[config.mk]
export PLATFORM = sky130hd
export DESIGN_NAME = db_to_rgb_colour_map
export DESIGN_NICKNAME = d
export VERILOG_FILES = /design/src/rtl/dbrgb_pkg.sv /design/src/rtl/dbrgb_interp.sv /design/src/rtl/db_to_rgb_colour_map.sv
export SDC_FILE = /design/constraint.sdc
export NUM_CORES = 2
export LEC_CHECK = 0
export BUFFER_PORTS_ARGS = -buffer_cell sky130_fd_sc_hd__buf_4
export CORE_ASPECT_RATIO = 1.2
export CORE_MARGIN = 8
export CORE_UTILIZATION = 35
export DETAILED_ROUTE_END_ITERATION = 16
export PLACE_DENSITY = 0.47
export SKIP_CTS_REPAIR_TIMING = 1
export SLEW_MARGIN = 20
export SYNTH_ARGS = -nofsm -noshare
export SYNTH_HDL_FRONTEND = slang
export SYNTH_SLANG_ARGS = --single-unit
[constraint.sdc]
create_clock -name clock -period 12 [get_ports clock]
set_input_delay 0.6 -clock clock [delete_from_list [all_inputs] [get_ports clock]]
set_output_delay 0.6 -clock clock [all_outputs]
set_load 0.02 [all_outputs]
[src/rtl/dbrgb_pkg.sv]
package dbrgb_pkg;

   // field widths
   localparam int LEVEL_W  = 16;
   localparam int MAG_W    = 17;   // magnitude of the most negative level needs one more bit
   localparam int FLOOR_W  = 9;
   localparam int COLOUR_W = 8;

   // colour table geometry
   localparam int MAP_ENTRIES = 19;
   localparam int MAP_LAST    = MAP_ENTRIES - 1;
   localparam int IDX_W       = 5;
   localparam int IDX_STEPS   = IDX_W;      // one quotient bit per stage
   localparam int CHAN_STEPS  = COLOUR_W;   // interpolated channel is below 256

   localparam int DB_FRAC_BITS_DEF = 7;

   // configuration port
   localparam int CSR_DATA_W = 32;
   localparam int CSR_ADDR_W = 3;
   localparam logic [0:0] REG_FLOOR_DB = 1'b0;
   localparam logic [FLOOR_W-1:0] FLOOR_RESET = 9'h1A6;   // -90 dB

   // pipeline depth
   localparam int INTERP_STAGES = CHAN_STEPS + 2;
   localparam int PIPE_LATENCY  = 1 + IDX_STEPS + 1 + INTERP_STAGES + 1;

   localparam logic [COLOUR_W-1:0] CHAN_FULL  = 8'hFF;
   localparam logic [COLOUR_W-1:0] CHAN_EMPTY = 8'h00;

   typedef struct packed {
      logic valid;
      logic white;
      logic black;
   } flags_type;

   typedef struct packed {
      logic [COLOUR_W-1:0] red;
      logic [COLOUR_W-1:0] green;
      logic [COLOUR_W-1:0] blue;
   } rgb_type;

   function automatic rgb_type colour_rom(input logic [IDX_W-1:0] idx);
      rgb_type c;
      unique case (idx)
         5'd0:    c = '{8'd255, 8'd255, 8'd255};
         5'd1:    c = '{8'd240, 8'd254, 8'd216};
         5'd2:    c = '{8'd242, 8'd251, 8'd185};
         5'd3:    c = '{8'd253, 8'd245, 8'd143};
         5'd4:    c = '{8'd253, 8'd200, 8'd102};
         5'd5:    c = '{8'd252, 8'd144, 8'd66};
         5'd6:    c = '{8'd252, 8'd75,  8'd32};
         5'd7:    c = '{8'd237, 8'd28,  8'd41};
         5'd8:    c = '{8'd214, 8'd3,   8'd64};
         5'd9:    c = '{8'd183, 8'd3,   8'd101};
         5'd10:   c = '{8'd157, 8'd3,   8'd122};
         5'd11:   c = '{8'd122, 8'd3,   8'd126};
         5'd12:   c = '{8'd80,  8'd2,   8'd110};
         5'd13:   c = '{8'd45,  8'd2,   8'd89};
         5'd14:   c = '{8'd19,  8'd2,   8'd70};
         5'd15:   c = '{8'd1,   8'd3,   8'd53};
         5'd16:   c = '{8'd1,   8'd3,   8'd37};
         5'd17:   c = '{8'd1,   8'd2,   8'd19};
         default: c = '{8'd0,   8'd0,   8'd0};
      endcase
      return c;
   endfunction

endpackage

[src/rtl/dbrgb_interp.sv]
module dbrgb_interp import dbrgb_pkg::*; #(
   parameter int DB_FRAC_BITS = DB_FRAC_BITS_DEF,
   localparam int DEN_W = FLOOR_W + DB_FRAC_BITS
) (
   input  logic                clock,
   input  logic [COLOUR_W-1:0] lo_val,
   input  logic [COLOUR_W-1:0] hi_val,
   input  logic [DEN_W-1:0]    den,
   input  logic [DEN_W-1:0]    rem,
   output logic [COLOUR_W-1:0] chan
);

   localparam int NW = DEN_W + COLOUR_W;

   logic [NW-1:0] prod_lo_ff, prod_lo_in;
   logic [NW-1:0] prod_hi_ff, prod_hi_in;
   logic [NW-1:0] numer_ff, numer_in;

   logic [NW-1:0]       step_rem_ff [CHAN_STEPS];
   logic [NW-1:0]       step_rem_in [CHAN_STEPS];
   logic [COLOUR_W-1:0] step_q_ff   [CHAN_STEPS];
   logic [COLOUR_W-1:0] step_q_in   [CHAN_STEPS];

   // weights of the two neighboring entries
   assign prod_lo_in = NW'(lo_val) * NW'(den - rem);
   assign prod_hi_in = NW'(hi_val) * NW'(rem);

   // half the divisor for round to nearest, ties up
   assign numer_in = prod_lo_ff + prod_hi_ff + NW'(den >> 1);

   always_ff @(posedge clock) begin
      prod_lo_ff <= prod_lo_in;
      prod_hi_ff <= prod_hi_in;
      numer_ff   <= numer_in;
   end

   // restoring division, one quotient bit per stage, msb first
   for (genvar s = 0; s < CHAN_STEPS; s++) begin : g_step
      logic [NW-1:0]       src_rem;
      logic [COLOUR_W-1:0] src_q;
      logic [NW-1:0]       sub;

      if (s == 0) begin : g_first
         assign src_rem = numer_ff;
         assign src_q   = '0;
      end else begin : g_next
         assign src_rem = step_rem_ff[s-1];
         assign src_q   = step_q_ff[s-1];
      end

      assign sub = NW'(den) << (CHAN_STEPS - 1 - s);

      always_comb begin
         if (src_rem >= sub) begin
            step_rem_in[s] = src_rem - sub;
            step_q_in[s]   = src_q | (COLOUR_W'(1) << (CHAN_STEPS - 1 - s));
         end else begin
            step_rem_in[s] = src_rem;
            step_q_in[s]   = src_q;
         end
      end

      always_ff @(posedge clock) begin
         step_rem_ff[s] <= step_rem_in[s];
         step_q_ff[s]   <= step_q_in[s];
      end
   end

   assign chan = step_q_ff[CHAN_STEPS-1];

endmodule

[src/rtl/db_to_rgb_colour_map.sv]
// pipeline: a request accepted at one clock edge gives its pixel on the strobe after
//    1 input stage, 5 index steps, 1 rom stage, 10 interpolation stages and 1 output
//    stage; busy stays low and a request can enter every cycle
// throughput: one pixel per cycle, set by the fully pipelined one-bit-per-stage dividers
// reset: synchronous, clears the valid bits in flight and loads floor_db with -90 dB
// the receiver cannot stall: each pixel is shown for exactly one cycle
module db_to_rgb_colour_map import dbrgb_pkg::*; #(
   parameter int DB_FRAC_BITS = DB_FRAC_BITS_DEF
) (
   input  logic                       clock,
   input  logic                       reset,

   // request channel
   input  logic                       start,
   output logic                       busy,
   input  logic signed [LEVEL_W-1:0]  req_level_db,

   // pixel channel
   output logic                       rsp_valid,
   output logic [COLOUR_W-1:0]        rsp_red,
   output logic [COLOUR_W-1:0]        rsp_green,
   output logic [COLOUR_W-1:0]        rsp_blue,

   // register port
   input  logic                       psel,
   input  logic                       penable,
   input  logic                       pwrite,
   input  logic [CSR_ADDR_W-1:0]      paddr,
   input  logic [CSR_DATA_W-1:0]      pwdata,
   output logic [CSR_DATA_W-1:0]      prdata,
   output logic                       pready
);

   localparam int DEN_W = FLOOR_W + DB_FRAC_BITS;
   // room for |level| * 18 and for the divisor shifted by the top index bit
   localparam int NUM_W = (DEN_W > MAG_W) ? DEN_W + IDX_W : MAG_W + IDX_W;

   // ---------------------------------------------------------------------------------
   // floor register
   // ---------------------------------------------------------------------------------
   logic [FLOOR_W-1:0] floor_ff, floor_in;
   logic               csr_write;

   assign pready    = 1'b1;
   assign csr_write = psel && penable && pwrite && pready;

   always_comb begin
      floor_in = floor_ff;
      if (csr_write && (paddr[2] == REG_FLOOR_DB)) begin
         floor_in = pwdata[FLOOR_W-1:0];
      end
   end

   always_ff @(posedge clock) begin
      if (reset) begin
         floor_ff <= FLOOR_RESET;
      end else begin
         floor_ff <= floor_in;
      end
   end

   // read back sign extended, nothing lives above the floor register
   assign prdata = (paddr[2] == REG_FLOOR_DB)
                 ? {{(CSR_DATA_W-FLOOR_W){floor_ff[FLOOR_W-1]}}, floor_ff}
                 : '0;

   // only the magnitude of the floor counts; -256 still fits in nine unsigned bits
   logic [FLOOR_W-1:0] floor_mag;
   logic [DEN_W-1:0]   den;

   assign floor_mag = floor_ff[FLOOR_W-1] ? (FLOOR_W'(0) - floor_ff) : floor_ff;
   assign den       = DEN_W'(floor_mag) << DB_FRAC_BITS;

   // ---------------------------------------------------------------------------------
   // input stage: magnitude, scaling and the white / black decisions
   // ---------------------------------------------------------------------------------
   logic                 accept;
   logic [MAG_W-1:0]     lvl_mag;
   flags_type            flg_a_ff, flg_a_in;
   logic [NUM_W-1:0]     num_a_ff, num_a_in;

   assign busy   = 1'b0;      // every stage advances each cycle
   assign accept = start && !busy;

   // sign extend before negating so the most negative level keeps its magnitude
   assign lvl_mag = MAG_W'(0) - {req_level_db[LEVEL_W-1], req_level_db};

   always_comb begin
      flg_a_in.valid = accept;
      flg_a_in.white = !req_level_db[LEVEL_W-1];
      // position >= last entry exactly when |level| >= den; a zero floor lands here too
      flg_a_in.black = NUM_W'(lvl_mag) >= NUM_W'(den);
      num_a_in       = NUM_W'(lvl_mag) * NUM_W'(MAP_LAST);
   end

   always_ff @(posedge clock) begin
      if (reset) begin
         flg_a_ff <= '0;
      end else begin
         flg_a_ff <= flg_a_in;
      end
      num_a_ff <= num_a_in;
   end

   // ---------------------------------------------------------------------------------
   // table index: restoring division of the scaled level by den, one bit per stage
   // ---------------------------------------------------------------------------------
   flags_type          step_flg_ff [IDX_STEPS];
   logic [NUM_W-1:0]   step_rem_ff [IDX_STEPS];
   logic [NUM_W-1:0]   step_rem_in [IDX_STEPS];
   logic [IDX_W-1:0]   step_q_ff   [IDX_STEPS];
   logic [IDX_W-1:0]   step_q_in   [IDX_STEPS];

   for (genvar s = 0; s < IDX_STEPS; s++) begin : g_idx
      flags_type        src_flg;
      logic [NUM_W-1:0] src_rem;
      logic [IDX_W-1:0] src_q;
      logic [NUM_W-1:0] sub;

      if (s == 0) begin : g_first
         assign src_flg = flg_a_ff;
         assign src_rem = num_a_ff;
         assign src_q   = '0;
      end else begin : g_next
         assign src_flg = step_flg_ff[s-1];
         assign src_rem = step_rem_ff[s-1];
         assign src_q   = step_q_ff[s-1];
      end

      assign sub = NUM_W'(den) << (IDX_STEPS - 1 - s);

      always_comb begin
         if (src_rem >= sub) begin
            step_rem_in[s] = src_rem - sub;
            step_q_in[s]   = src_q | (IDX_W'(1) << (IDX_STEPS - 1 - s));
         end else begin
            step_rem_in[s] = src_rem;
            step_q_in[s]   = src_q;
         end
      end

      always_ff @(posedge clock) begin
         if (reset) begin
            step_flg_ff[s] <= '0;
         end else begin
            step_flg_ff[s] <= src_flg;
         end
         step_rem_ff[s] <= step_rem_in[s];
         step_q_ff[s]   <= step_q_in[s];
      end
   end

   // ---------------------------------------------------------------------------------
   // rom stage: fetch the two neighboring entries
   // ---------------------------------------------------------------------------------
   logic [IDX_W-1:0]  idx_last;
   flags_type         flg_r_ff;
   logic [IDX_W-1:0]  idx_r_ff;
   logic [DEN_W-1:0]  rem_r_ff;
   rgb_type           lo_r_ff, lo_r_in;
   rgb_type           hi_r_ff, hi_r_in;

   assign idx_last = step_q_ff[IDX_STEPS-1];
   // past the table on black positions; the rom output is then unused and the output overrides
   assign lo_r_in  = colour_rom(idx_last);
   assign hi_r_in  = colour_rom(idx_last + IDX_W'(1));

   always_ff @(posedge clock) begin
      if (reset) begin
         flg_r_ff <= '0;
      end else begin
         flg_r_ff <= step_flg_ff[IDX_STEPS-1];
      end
      idx_r_ff <= idx_last;
      rem_r_ff <= DEN_W'(step_rem_ff[IDX_STEPS-1]);
      lo_r_ff  <= lo_r_in;
      hi_r_ff  <= hi_r_in;
   end

   // ---------------------------------------------------------------------------------
   // per channel interpolation and rounding divide
   // ---------------------------------------------------------------------------------
   rgb_type interp_rgb;

   dbrgb_interp #(.DB_FRAC_BITS(DB_FRAC_BITS)) u_interp_red (
      .clock  (clock),
      .lo_val (lo_r_ff.red),
      .hi_val (hi_r_ff.red),
      .den    (den),
      .rem    (rem_r_ff),
      .chan   (interp_rgb.red)
   );

   dbrgb_interp #(.DB_FRAC_BITS(DB_FRAC_BITS)) u_interp_green (
      .clock  (clock),
      .lo_val (lo_r_ff.green),
      .hi_val (hi_r_ff.green),
      .den    (den),
      .rem    (rem_r_ff),
      .chan   (interp_rgb.green)
   );

   dbrgb_interp #(.DB_FRAC_BITS(DB_FRAC_BITS)) u_interp_blue (
      .clock  (clock),
      .lo_val (lo_r_ff.blue),
      .hi_val (hi_r_ff.blue),
      .den    (den),
      .rem    (rem_r_ff),
      .chan   (interp_rgb.blue)
   );

   // flags ride alongside the interpolation stages
   flags_type dly_flg_ff [INTERP_STAGES];

   for (genvar i = 0; i < INTERP_STAGES; i++) begin : g_dly
      flags_type src_flg;

      if (i == 0) begin : g_first
         assign src_flg = flg_r_ff;
      end else begin : g_next
         assign src_flg = dly_flg_ff[i-1];
      end

      always_ff @(posedge clock) begin
         if (reset) begin
            dly_flg_ff[i] <= '0;
         end else begin
            dly_flg_ff[i] <= src_flg;
         end
      end
   end

   // ---------------------------------------------------------------------------------
   // output stage: white and black override the interpolated pixel
   // ---------------------------------------------------------------------------------
   flags_type flg_end;
   logic      rsp_valid_ff;
   rgb_type   rsp_rgb_ff, rsp_rgb_in;

   assign flg_end = dly_flg_ff[INTERP_STAGES-1];

   always_comb begin
      priority if (flg_end.white) begin
         rsp_rgb_in = '{CHAN_FULL, CHAN_FULL, CHAN_FULL};
      end else if (flg_end.black) begin
         rsp_rgb_in = '{CHAN_EMPTY, CHAN_EMPTY, CHAN_EMPTY};
      end else begin
         rsp_rgb_in = interp_rgb;
      end
   end

   always_ff @(posedge clock) begin
      if (reset) begin
         rsp_valid_ff <= 1'b0;
      end else begin
         rsp_valid_ff <= flg_end.valid;
      end
      rsp_rgb_ff <= rsp_rgb_in;
   end

   assign rsp_valid = rsp_valid_ff;
   assign rsp_red   = rsp_rgb_ff.red;
   assign rsp_green = rsp_rgb_ff.green;
   assign rsp_blue  = rsp_rgb_ff.blue;

   // ---------------------------------------------------------------------------------
   // assertions
   // ---------------------------------------------------------------------------------

   // every request gives a pixel after the full pipeline depth
   a_request_gives_pixel: assert property (@(posedge clock) disable iff (reset)
      start |-> ##PIPE_LATENCY rsp_valid)
      else $error("request lost in pipeline");

   // no pixel without a request at the matching depth
   a_pixel_has_request: assert property (@(posedge clock) disable iff (reset)
      rsp_valid |-> $past(start, PIPE_LATENCY))
      else $error("pixel without request");

   // a level of zero or above comes out white
   a_white_level: assert property (@(posedge clock) disable iff (reset)
      (start && !req_level_db[LEVEL_W-1]) |-> ##PIPE_LATENCY
         (rsp_valid && (rsp_red == CHAN_FULL) && (rsp_green == CHAN_FULL)
          && (rsp_blue == CHAN_FULL)))
      else $error("non-negative level not white");

   // an interpolated position always lands inside the table
   a_index_in_table: assert property (@(posedge clock) disable iff (reset)
      (flg_r_ff.valid && !flg_r_ff.white && !flg_r_ff.black)
         |-> (idx_r_ff < IDX_W'(MAP_LAST)))
      else $error("table index out of range");

   // remainder of the index divide stays below the divisor
   a_rem_below_den: assert property (@(posedge clock) disable iff (reset)
      (flg_r_ff.valid && !flg_r_ff.white && !flg_r_ff.black) |-> (rem_r_ff < den))
      else $error("index remainder not reduced");

endmodule

==> run_results.csv <==
group,metric,value,unit
hold_path,hp-class,"in -> reg",
sta,fmax,127,MHz
yosys,avgSynthCellArea,9.55,um2
yosys,synth_cell_types,78,
yosys,seq_area_frac_synth,31.9,%
clock_tree,clock_latency,0.75,ns
die,die_h,498,um
sta,clock_skew,0.0510,ns
layout,syn2layout_area_growth,11.7,%
yosys,synth_fp_nets,8391,
sta,drv_slew,0,
sta,slew_headroom,25.3,%
detailed_routing,drt-initial-drc-count,1877,
die,pin_count,116,
clock_tree,clock-sinks,1079,
detailed_routing,detail-route-antenna-nets,0,
yosys,synthCells,7097,
worst_setup_path,start_kind,"flop",
sta,rsz0062_at_grt,"false",
detailed_routing,wirelength,164,mm
worst_setup_path,startpoint,"floor_ff[0]",
sta,hold_viol,0,
worst_setup_path,critPathRequiredTime,12.61,ns
worst_setup_path,rrSetupSlack,4.14,ns
global_route,grt_usage,15.7,%
detailed_routing,routedWlPerCell,16.7,um
detailed_routing,routed-via-count,46700,
yosys,ys_ff_latch,1079,
clock_tree,cts.clk_slew.worst_paths,0.06,ns
detailed_routing,vias_per_cell,4.74,
worst_setup_path,critical_path_class,"reg -> reg",
clock_tree,h-tree-depth,3,
sta,fin_crit_sh,65.5,%
placed_design,portBuffers,88,
worst_setup_path,crit_fanout,24,
worst_setup_path,cp-endpoint,"u_interp_blue.prod_lo_ff[22]",
yosys,synth_top_area_share,31.9,%
layout,layout-drive-gt1-share,6.78,%
die,start_util,35.1,%
clock_tree,cts_buffers,113,
global_route,grt_pass1_vias,49100,
sta,fin_crit,7.86,ns
yosys,ys_top_cells_by_area,"dfxtp_1 32%, fa_1 17%, ha_1 12%",
global_route,overflow,0,
layout,final_cell_mix,"1077 x dfxtp_1, 915 x inv_1, 657 x ha_1",
job,drv_cap,0,
sta,worst_pin_slew,1.11,ns
die,core,0.193,mm2
global_route,grt_max_degree,62,
die,dieWidth,418,um
worst_setup_path,slowest_stage,"xnor2_1",
yosys,synth_warnings,0,
die,die_area,0.208,mm2
detailed_routing,drc,0,
worst_setup_path,r2r_start,"floor_ff[0]",
worst_setup_path,max_stage_delay,0.83,ns
yosys,synth-async-reset-ratio,0,%
global_route,grt_pass1_wl,265,mm
die,rows,177,
clock_tree,cts-root-buf,"clkbuf_16",
worst_setup_path,critPathCaptureType,"flop",
yosys,synth_edf_count,0,
layout,fin_nets,8440,
clock_tree,cts_tree,"built",
layout,final_common_cell,"dfxtp_1",
clock_tree,clk_path_buf_depth,3,
placed_design,finalWeightedCongestion,0.816,
worst_setup_path,worstPathArrival,8.47,ns
placed_design,dp_hpwl,125,mm
sta,finalSetupTns,0,ns
yosys,synth_ff_type,"dfxtp_1",
detailed_routing,drtPass1Iterations,5,
worst_setup_path,reg2reg_depth,29,
worst_setup_path,r2r_end,"u_interp_blue.prod_lo_ff[22]",
global_route,antenna_found_initial,9,
yosys,syn_area,0.0678,mm2
outcome,status,"complete, no violations",
sta,setup_viol,0,
yosys,synth_top_area_cell,"dfxtp_1",
worst_setup_path,cp_common_cell,"fa_1",
## sequential cells by signal, indices dropped and copies added, names as in the netlist, 21 cells and up
| name | flops |
|---|---|
| u_interp_blue.step_rem_ff | 161 |
| u_interp_green.step_rem_ff | 161 |
| u_interp_red.step_rem_ff | 161 |
| step_rem_ff | 99 |
| u_interp_blue.step_q_ff | 36 |
| u_interp_green.step_q_ff | 36 |
| u_interp_red.step_q_ff | 36 |
| dly_flg_ff | 30 |
| hi_r_ff | 23 |
| lo_r_ff | 23 |
| u_interp_blue.g_step.src_rem | 23 |
| u_interp_blue.prod_hi_ff | 23 |
| u_interp_blue.prod_lo_ff | 23 |
| u_interp_green.g_step.src_rem | 23 |
| u_interp_green.prod_hi_ff | 23 |
| u_interp_green.prod_lo_ff | 23 |
| u_interp_red.g_step.src_rem | 23 |
| u_interp_red.prod_hi_ff | 23 |
| u_interp_red.prod_lo_ff | 23 |
| g_idx.src_rem | 21 |
## how the worst min path moves through the flow
stage | from | end | slack, ns | cells past startpoint
CTS | req_level_db[0] | g_idx[0].src_rem[1] | -0.10 | 1
global placement | u_interp_green.step_q_ff[1][17] | u_interp_green.step_q_ff[1][25] | 0.31 | 0
floorplan | step_rem_ff[4][10] | rem_r_ff[10] | 0.31 | 0
detailed placement | u_interp_green.step_q_ff[0][31] | u_interp_green.step_q_ff[1][7] | 0.31 | 0
finish | pwdata[7] | floor_ff[7] | 0.08 | 3
global route | pwdata[7] | floor_ff[7] | 0.04 | 3
## logic make-up (layout without fill, tap and decap cells)
logic type | after synthesis | after routing | synth area share, %
other | 2 | 8 | 0.0111
XOR/XNOR | 455 | 455 | 5.88
multiplexers | 102 | 102 | 1.66
adder cells (fa/ha/maj) | 1237 | 1237 | 29.3
AND/OR/NAND/NOR | 2013 | 2013 | 15.1
flip-flops | 1079 | 1079 | 31.9
AO/OA/AOI/OAI | 1070 | 1070 | 9.78
buffers and inverters | 1139 | 1285 | 6.46
## critical path, delay by kind of cell, from the launching register on
| kind | cells | cell delay (ns) |
|---|---|---|
| buffers and inverters | 4 | 0.53 |
| XOR/XNOR | 3 | 1.11 |
| AO/OA/AOI/OAI | 8 | 1.73 |
| adder cells (fa/ha/maj) | 7 | 2.89 |
| flip-flops | 1 | 0.47 |
| AND/OR/NAND/NOR | 7 | 0.98 |
## stage by stage
step	instance area, um2	utilization (%)	worst slack (ns)	cells	hold slack, ns
6_report	75700	39.2	4.14	9844	0.0833
5_1_grt	75700	39.2	3.59	9839	0.0402
4_1_cts	75700	39.2	4.07	9835	-0.102
3_5_place_dp	71400	37.0	4.13	9623	0.312
3_3_place_gp	71400	37.0	4.15	9623	0.310
2_1_floorplan	67800	-	4.75	7097	0.310
## cell type report
class                   instances  area (um2)
clock buffers                 148        3180
well taps                    2595        3250
fillers                     19200      117000
clock inverters                64        1100
multi-input cells            4879       42000
flip-flops and latches       1079       21600
repair buffers                150        1130
diodes                          6        15.0
inverters                     923        3470
## synth_stat cells, types with 7 or more instances
cell / instances
clkbuf_1: 179
a221oi_1: 9
a311oi_1: 9
buf_1: 10
xnor2_1: 333
a2111oi_0: 7
nand2b_1: 45
nor2b_1: 127
ha_1: 657
or4_1: 17
mux2_2: 83
a211oi_1: 34
nor4_1: 77
nand4b_1: 17
o31a_1: 8
a31oi_1: 30
buf_4: 25
a31o_2: 8
fa_1: 580
nor4b_1: 24
nor2_1: 384
nor3_1: 89
and4_1: 7
o2111ai_1: 10
inv_1: 922
o21a_1: 44
mux2i_1: 19
a21boi_0: 61
and2_1: 449
o21ai_0: 270
nand3_1: 83
o31ai_1: 26
or3_1: 26
a211o_1: 7
o211ai_1: 9
o21bai_1: 31
a21oi_1: 348
dfxtp_1: 1079
nand4_1: 34
nand2_1: 569
xor2_1: 122
nand3b_1: 23
and4b_1: 7
a21o_1: 116
and3_1: 15
## routing by layer
metal	wire length, um	GRT usage, %	share of wire (%)	up-vias
met2	81100	28.5	49	562
li1	-	-	-	23300
met4	4210	4.37	2.6	0
met1	73800	19.7	45	22600
met3	4860	1.69	3.0	208
met5	0	0	0	-
Power is left out: the tool's default activity adds up to more than one toggle a clock period on the data nets, which glitch-free logic cannot reach.
